==> src/design/swhc_pkg.sv <==
// Shared types and constants for the sliding window hit counter.
// No dependencies; every other file of the block imports this package.
`default_nettype none

package swhc_pkg;

	// Field widths of the item channels and of the window register.
	localparam int STAMP_W = 31;
	localparam int COUNT_W = 32;
	localparam int WIN_W   = 10;

	// Reset value of the window register, in seconds.
	localparam logic [WIN_W-1:0] WINDOW_RESET = 10'd300;

	// Default number of one-second buckets in the ring.
	localparam int BUCKET_DEPTH_DEF = 512;

	// Request codes carried by req_type.
	localparam logic REQ_HIT   = 1'b0;
	localparam logic REQ_QUERY = 1'b1;

	// Largest count; bucket counts and window sums saturate here.
	localparam logic [COUNT_W-1:0] COUNT_MAX = {COUNT_W{1'b1}};

	// One bucket of the ring: the second it counts and its hit count.
	typedef struct packed {
		logic [STAMP_W-1:0] stamp;
		logic [COUNT_W-1:0] count;
	} bucket_t;

endpackage

`default_nettype wire

==> src/design/swhc_slot_mod.sv <==
// Remainder unit: timestamp modulo the bucket depth by reciprocal multiplication, three stages.
// Depends on swhc_pkg for the timestamp width.
`default_nettype none

module swhc_slot_mod
	import swhc_pkg::*;
#(
	parameter int BUCKET_DEPTH = BUCKET_DEPTH_DEF
) (
	input  wire logic                            clk,
	input  wire logic                            arst_n,
	input  wire logic                            start,
	input  wire logic [STAMP_W-1:0]              dividend,
	output logic                                 done,
	output logic [$clog2(BUCKET_DEPTH)-1:0]      slot
);

	localparam int IDX_W = $clog2(BUCKET_DEPTH);
	localparam int SHIFT = STAMP_W + IDX_W;
	localparam int PROD_W = STAMP_W + 32;
	// floor(2^SHIFT / depth) always fits in 32 bits because the depth exceeds 2^(IDX_W-1).
	localparam logic [31:0] RECIP = 32'((longint'(1) << SHIFT) / longint'(BUCKET_DEPTH));
	localparam logic [STAMP_W-1:0] DEPTH_S = STAMP_W'(BUCKET_DEPTH);
	localparam logic [IDX_W:0]     DEPTH_R = (IDX_W+1)'(BUCKET_DEPTH);

	logic               valid_s1;
	logic               valid_s2;
	logic               valid_s3;
	logic [STAMP_W-1:0] t_s1;
	logic [STAMP_W-1:0] t_s2;
	logic [STAMP_W-1:0] quo_s2;
	logic [IDX_W:0]     rem_s3;
	logic [PROD_W-1:0]  prod;
	logic [STAMP_W-1:0] rem_full;
	logic [IDX_W:0]     rem_adj;

	// The quotient estimate is at most one short, so the remainder is below twice the depth
	// and a single compare and subtract finishes it.
	always_comb begin
		prod     = {32'b0, t_s1} * {{(PROD_W-32){1'b0}}, RECIP};
		rem_full = t_s2 - quo_s2 * DEPTH_S;
		rem_adj  = (rem_s3 >= DEPTH_R) ? (rem_s3 - DEPTH_R) : rem_s3;
	end

	always_ff @(posedge clk or negedge arst_n) begin
		if (!arst_n) begin
			valid_s1 <= 1'b0;
			valid_s2 <= 1'b0;
			valid_s3 <= 1'b0;
		end else begin
			valid_s1 <= start;
			valid_s2 <= valid_s1;
			valid_s3 <= valid_s2;
		end
	end

	always_ff @(posedge clk) begin
		if (start) begin
			t_s1 <= dividend;
		end
		if (valid_s1) begin
			t_s2   <= t_s1;
			quo_s2 <= STAMP_W'(prod >> SHIFT);
		end
		if (valid_s2) begin
			rem_s3 <= rem_full[IDX_W:0];
		end
	end

	assign done = valid_s3;
	assign slot = rem_adj[IDX_W-1:0];

endmodule

`default_nettype wire

==> config.mk <==
export PLATFORM = sky130hd
export DESIGN_NAME = swhc_slot_mod
export DESIGN_NICKNAME = d
export VERILOG_FILES = /design/src/design/swhc_pkg.sv /design/src/design/swhc_slot_mod.sv
export SDC_FILE = /design/constraint.sdc
export NUM_CORES = 1
export LEC_CHECK = 0
export BUFFER_PORTS_ARGS = -buffer_cell sky130_fd_sc_hd__buf_2
export CORE_MARGIN = 2
export CORE_UTILIZATION = 35
export CTS_BUF_LIST = sky130_fd_sc_hd__clkbuf_16
export CTS_CLUSTER_SIZE = 14
export DETAILED_ROUTE_END_ITERATION = 6
export SYNTH_ARGS = -nofsm -noshare
export SYNTH_HDL_FRONTEND = slang
export SYNTH_SLANG_ARGS = --single-unit
==> constraint.sdc <==
create_clock -name clk -period 1 [get_ports clk]
set_input_delay 0.2 -clock clk [delete_from_list [all_inputs] [get_ports clk]]
set_output_delay 0.2 -clock clk [all_outputs]
set_load 0.005 [all_outputs]
==> impl_metrics.env, run 1 <==
export IMPL_setup_ws_ns=0.0483
export IMPL_r2r_cells=0
export IMPL_slew_headroom=0.773
export IMPL_n_antenna_cell=0
export IMPL_io_buffers=21
export IMPL_rsz0062_at_grt="no"
export IMPL_synth_seq_area_share=1.00
export IMPL_worstMarginPinSlew_ns=0.341
export IMPL_final_setup_viol_count=0
export IMPL_vias=351
export IMPL_cts_root_buf="clkbuf_16"
export IMPL_timing_rr_start="valid_s1"
export IMPL_drive_gt1_frac=0.483
export IMPL_syn_to_final_growth_pct=35.9
export IMPL_clk_transition_reported_paths_ns=0.05
export IMPL_required_ns=0.80
export IMPL_crit_family="flip-flops"
export IMPL_post_drt_wl_per_cell_um=9.27
export IMPL_fmax_mhz=1050
export IMPL_arrival_ns=0.75
export IMPL_gp_congestion=0.619
export IMPL_crit_buf_inv=1
export IMPL_fillers=219
export IMPL_endpoint="slot[2]"
export IMPL_die_h_um=54.3
export IMPL_fin_nets=93
export IMPL_numCtsBuffers=5
export IMPL_grt_first_pass_wirelength_mm=1.41
export IMPL_grt_start_max_net_pins=11
export IMPL_synthAdderAreaFrac=0
export IMPL_p_leak_nw=0.470
export IMPL_min_path_cells=1
export IMPL_final_hold_viol_count=0
export IMPL_fin_setup_tns_ns=0
export IMPL_synth_top_cell_by_area="edfxtp_1"
export IMPL_synth_simple_area_share=0
export IMPL_hold_path_class="in -> reg"
export IMPL_fin_crit_sh=0.952
export IMPL_ir_drop_v=0.00154
export IMPL_slew_viol_final=0
export IMPL_synthXorXnorAreaFrac=0
export IMPL_synth_area_top_cells="edfxtp_1 92%, dfrtp_1 8.5%"
export IMPL_r2r_slack_ns=0.13
export IMPL_endpoint_kind="output pin"
export IMPL_ios=44
export IMPL_start_util=0.364
export IMPL_die_area_um2=2950
export IMPL_clock_latency_ns=0.26
export IMPL_grt_pass1_vias=293
export IMPL_synth_area_um2=886
export IMPL_stdcell_area_um2=1200
export IMPL_vias_per_cell=3.90
export IMPL_ys_warn_count=0
export IMPL_cts_resized=0
export IMPL_core_um2=2430
export IMPL_num_rows=18
export IMPL_synth_compound_area_share=0
export IMPL_cts_buffer_depth=2
export IMPL_path_max_fanout=1
export IMPL_status="completed"
export IMPL_period_minus_slack_ns=0.952
export IMPL_ys_types=2
export IMPL_synth_nets=64
export IMPL_drt_total_wl_um=834
export IMPL_drc=0
export IMPL_drt_pass1_iter_count=3
export IMPL_drtAntennaViolNets=0
export IMPL_timing_rr_end="t_s2[4]"
export IMPL_placed_area_um2=1030
export IMPL_postSynthAreaPerCell_um2=29.5
export IMPL_crit_type="reg -> out"
export IMPL_htreeDepth=2
export IMPL_die_w_um=54.3
export IMPL_gr_total_overflow=0
export IMPL_crit_start="rem_s3[2]"
export IMPL_finClkSkew_ns=0.00143
export IMPL_multi_input_area_um2=0
export IMPL_worst_path_largest_cell_delay_ns=0.36
export IMPL_maxCapViolCount=0
export IMPL_place_ws_ns=0.124
export IMPL_crit_slowest_cell="edfxtp_1"
export IMPL_synth_seq_cells=30
export IMPL_drt_initial_drc_count=4
export IMPL_grt_usage=0.0803
export IMPL_tritoncts="done"
export IMPL_synthCells=30
export IMPL_power_density_nw_per_um2=2630
export IMPL_synthMuxAreaShare=0
export IMPL_antenna_found_initial=0
export IMPL_cts_sinks=30
export IMPL_multi_input_gates=0
export IMPL_start_kind="register"
export IMPL_worstPathCellList="buf_2"
export IMPL_yosysTopAreaCellShare=0.915
export IMPL_worstSetupPathDepth=1
[cells by family (layout without fill, tap and decap cells)]
| logic type | after synthesis | count (layout) |
|---|---|---|
| flip-flops | 30 | 30 |
| buffers and inverters | 0 | 30 |
[routing by layer]
metal / track usage / share of wire / vias to the layer above
met5: 0 / 0 / -
met4: 0.0750 / 0 / 0
met3: 0.0656 / 0.16 / 0
met2: 0.0964 / 0.46 / 22
met1: 0.0849 / 0.38 / 153
li1: - / - / 176
[layout by cell type (no fill, tap or decap)]
| cell type | n |
|---|---|
| edfxtp_1 | 27 |
| buf_2 | 21 |
| clkbuf_16 | 5 |
| dfrtp_1 | 3 |
| clkinv_2 | 2 |
| bufinv_16 | 1 |
| dlygate4sd3_1 | 1 |
[cell usage after synthesis, drive strengths merged]
library cell	count
dfrtp	3
edfxtp	27
[repair_timing]
| item | 4_1_cts | 5_1_grt |
|---|---|---|
| hold endpoints to repair | 3 | 0 |
| setup buffers | 0 | 0 |
| hold buffers | 1 | 0 |
[state kept, by name, indices dropped and copies added, names as in the netlist]
| register | cells |
|---|---|
| valid_s1 | 1 |
| t_s2 | 9 |
| valid_s2 | 1 |
| rem_s3 | 9 |
| done | 1 |
| t_s1 | 9 |
[how the worst min path moves through the flow]
stage / start / endpoint / slack [ns]
final: dividend[6] / t_s1[6] / 0.11
after global routing: dividend[6] / t_s1[6] / 0.10
after CTS: dividend[6] / t_s1[6] / 0.1
after detailed placement: arst_n / valid_s1 / -0.001
after global placement: arst_n / valid_s1 / -0.002
after floorplan: arst_n / done / -0.1
[through the flow]
step           utilization  power [mW]  hold WS (ns)  instances
5_1_grt              0.495        3.30         0.101         90
6_report             0.495        3.16         0.107         90
3_5_place_dp         0.423        1.58      -0.00147         81
4_1_cts              0.495        3.22        0.0974         90
3_3_place_gp         0.423        1.57      -0.00181         81
2_1_floorplan            -        1.53       -0.0956         30
[cell type report]
class | count | area, um2 | area share
Timing Repair Buffer | 22 | 115 | 0.0956
Clock buffer | 5 | 125 | 0.104
Tap cell | 30 | 37.5 | 0.0312
Clock inverter | 3 | 40.0 | 0.0333
Sequential cell | 30 | 886 | 0.736
[where the power goes]
| part | switching (mW) | leakage [nW] | internal [mW] |
|---|---|---|---|
| clock | 0.448 | 0.0836 | 1.16 |
| sequential | 0.0298 | 0.299 | 1.48 |
| combinational | 0.0216 | 0.0868 | 0.0292 |
No activity file was read; power rests on OpenSTA's default activity.
==> run 2: changes to the inputs <==
- CORE_ASPECT_RATIO: not set -> 0.7
==> impl_metrics.env, run 2 (synthesis gave the netlist of run 1 again) <==
export IMPL_antenna_found_initial=0
export IMPL_cts_root_buf="clkbuf_16"
export IMPL_numCtsBuffers=5
export IMPL_p_int_mw=2.40
export IMPL_rsz0062_at_grt="no"
export IMPL_maxCapViolCount=0
export IMPL_drive_gt1_frac=0.467
export IMPL_combPwrFrac=0.018
export IMPL_n_antenna_cell=0
export IMPL_final_util=0.485
export IMPL_grt_usage=0.0871
export IMPL_switching_share=0.175
export IMPL_grt_pass1_vias=321
export IMPL_seqPwrFrac=0.518
export IMPL_hold_path_class="in -> reg"
export IMPL_power_density_nw_per_um2=2460
export IMPL_post_cts_buffers=0
export IMPL_min_to="t_s1[3]"
export IMPL_layout_common_cells="27 x edfxtp_1, 21 x buf_2, 5 x clkbuf_16"
export IMPL_core_um2=2440
export IMPL_num_rows=15
export IMPL_period_minus_slack_ns=0.952
export IMPL_vias_per_cell=3.76
export IMPL_grt_first_pass_wirelength_mm=1.60
export IMPL_crit_slowest_cell="edfxtp_1"
export IMPL_drt_total_wl_mm=1.00
export IMPL_tritoncts="done"
export IMPL_crit_family="flip-flops"
export IMPL_io_buffers=21
export IMPL_grt_start_max_net_pins=11
export IMPL_gp_congestion=0.608
export IMPL_worst_path_largest_cell_delay_ns=0.36
export IMPL_r2r_cells=0
export IMPL_fmax_mhz=1050
export IMPL_timing_rr_start="valid_s2"
export IMPL_worstSetupPathDepth=1
export IMPL_syn_to_final_growth_pct=33.5
export IMPL_worstPathCellList="buf_2"
export IMPL_slew_viol_final=0
export IMPL_min_path_cells=1
export IMPL_worstMarginPinSlew_ns=0.349
export IMPL_arrival_ns=0.75
export IMPL_finClkSkew_ns=0.00359
export IMPL_r2r_slack_ns=0.12
export IMPL_multi_input_gates=0
export IMPL_die_w_um=64.1
export IMPL_slew_headroom=0.768
export IMPL_crit_type="reg -> out"
export IMPL_vias=353
export IMPL_clock_latency_ns=0.27
export IMPL_ir_drop_v=0.000957
export IMPL_final_setup_viol_count=0
export IMPL_cts_buffer_depth=2
export IMPL_die_area_um2=2960
export IMPL_start_kind="register"
export IMPL_multi_input_area_um2=0
export IMPL_required_ns=0.80
export IMPL_drtAntennaViolNets=0
export IMPL_p_switching_mw=0.509
export IMPL_post_drt_wl_per_cell_um=10.6
export IMPL_gr_total_overflow=0
export IMPL_crit_buf_inv=1
export IMPL_final_common_cell="edfxtp_1"
export IMPL_clk_transition_reported_paths_ns=0.05
export IMPL_status="completed"
export IMPL_cts_sinks=30
export IMPL_htreeDepth=2
export IMPL_drc=0
export IMPL_timing_rr_end="rem_s3[2]"
export IMPL_drt_initial_drc_count=9
export IMPL_dp_cells=85
export IMPL_fin_crit_sh=0.952
export IMPL_endpoint_kind="output pin"
export IMPL_stdcell_count=94
export IMPL_start_util=0.363
export IMPL_top_regs="rem_s3 (9), t_s1 (9), t_s2 (9)"
export IMPL_min_delay_start="dividend[3]"
export IMPL_path_max_fanout=1
export IMPL_p_clk_frac=0.464
export IMPL_final_hold_viol_count=0
export IMPL_die_h_um=46.1
export IMPL_fin_setup_tns_ns=0
export IMPL_ios=44
export IMPL_p_leak_nw=0.461
export IMPL_fin_nets=93
export IMPL_drt_pass1_iter_count=3
==> run 2: changes by cell type in the layout (fill, tap and decap cells not counted) <==
cell,delta
inv_1,+1
bufinv_16,-1
==> run 2: power groups by stage <==
stage / clock network (mW) / logic, mW / registers (mW)
2_1_floorplan: 0 / 0 / 1.53
3_3_place_gp: 0 / 0.0486 / 1.53
3_5_place_dp: 0 / 0.0502 / 1.53
4_1_cts: 1.39 / 0.0531 / 1.51
5_1_grt: 1.46 / 0.0578 / 1.52
6_report: 1.35 / 0.0521 / 1.51
==> run 2: area by class of cell <==
class                   count  area (um2)
fillers                   219        1260
clock buffers               5         125
flip-flops and latches     30         886
well taps                  34        42.5
clock inverters             3        13.8
repair buffers             22         115
==> run 2: per-stage QoR <==
step                      worst slack [ns]  instance area, um2  power, mW  hold WS (ns)
after global routing              0.000359                1180       3.04        0.0948
after global placement               0.126                1030       1.58     -0.000414
after CTS                           0.0352                1180       2.95        0.0998
after floorplan                      0.182                 886       1.53       -0.0956
final                               0.0477                1180       2.91         0.107
after detailed placement             0.109                1030       1.58       0.00145
==> run 2: how the worst max path moves through the flow <==
| stage | to | from | slack [ns] |
|---|---|---|---|
| after floorplan | rem_s3[0] | valid_s2 | 0.18 |
| after global placement | rem_s3[1] | valid_s2 | 0.13 |
| after detailed placement | t_s2[6] | valid_s1 | 0.11 |
| after CTS | slot[7] | rem_s3[7] | 0.04 |
| after global routing | slot[0] | rem_s3[0] | 0.0004 |
| final | slot[7] | rem_s3[7] | 0.05 |
==> run 2: timing repair <==
item,in CTS,in global routing
endpoints found under the hold margin,3,0
hold buffers,1,0
resized for setup,0,0
==> run 2: per-layer routing <==
layer / vias up / GRT usage / wire (um)
li1: 175 / - / -
met2: 27 / 0.0833 / 367
met3: 2 / 0.0807 / 163
met1: 149 / 0.106 / 446
met5: - / 0 / 0
met4: 0 / 0.0766 / 24
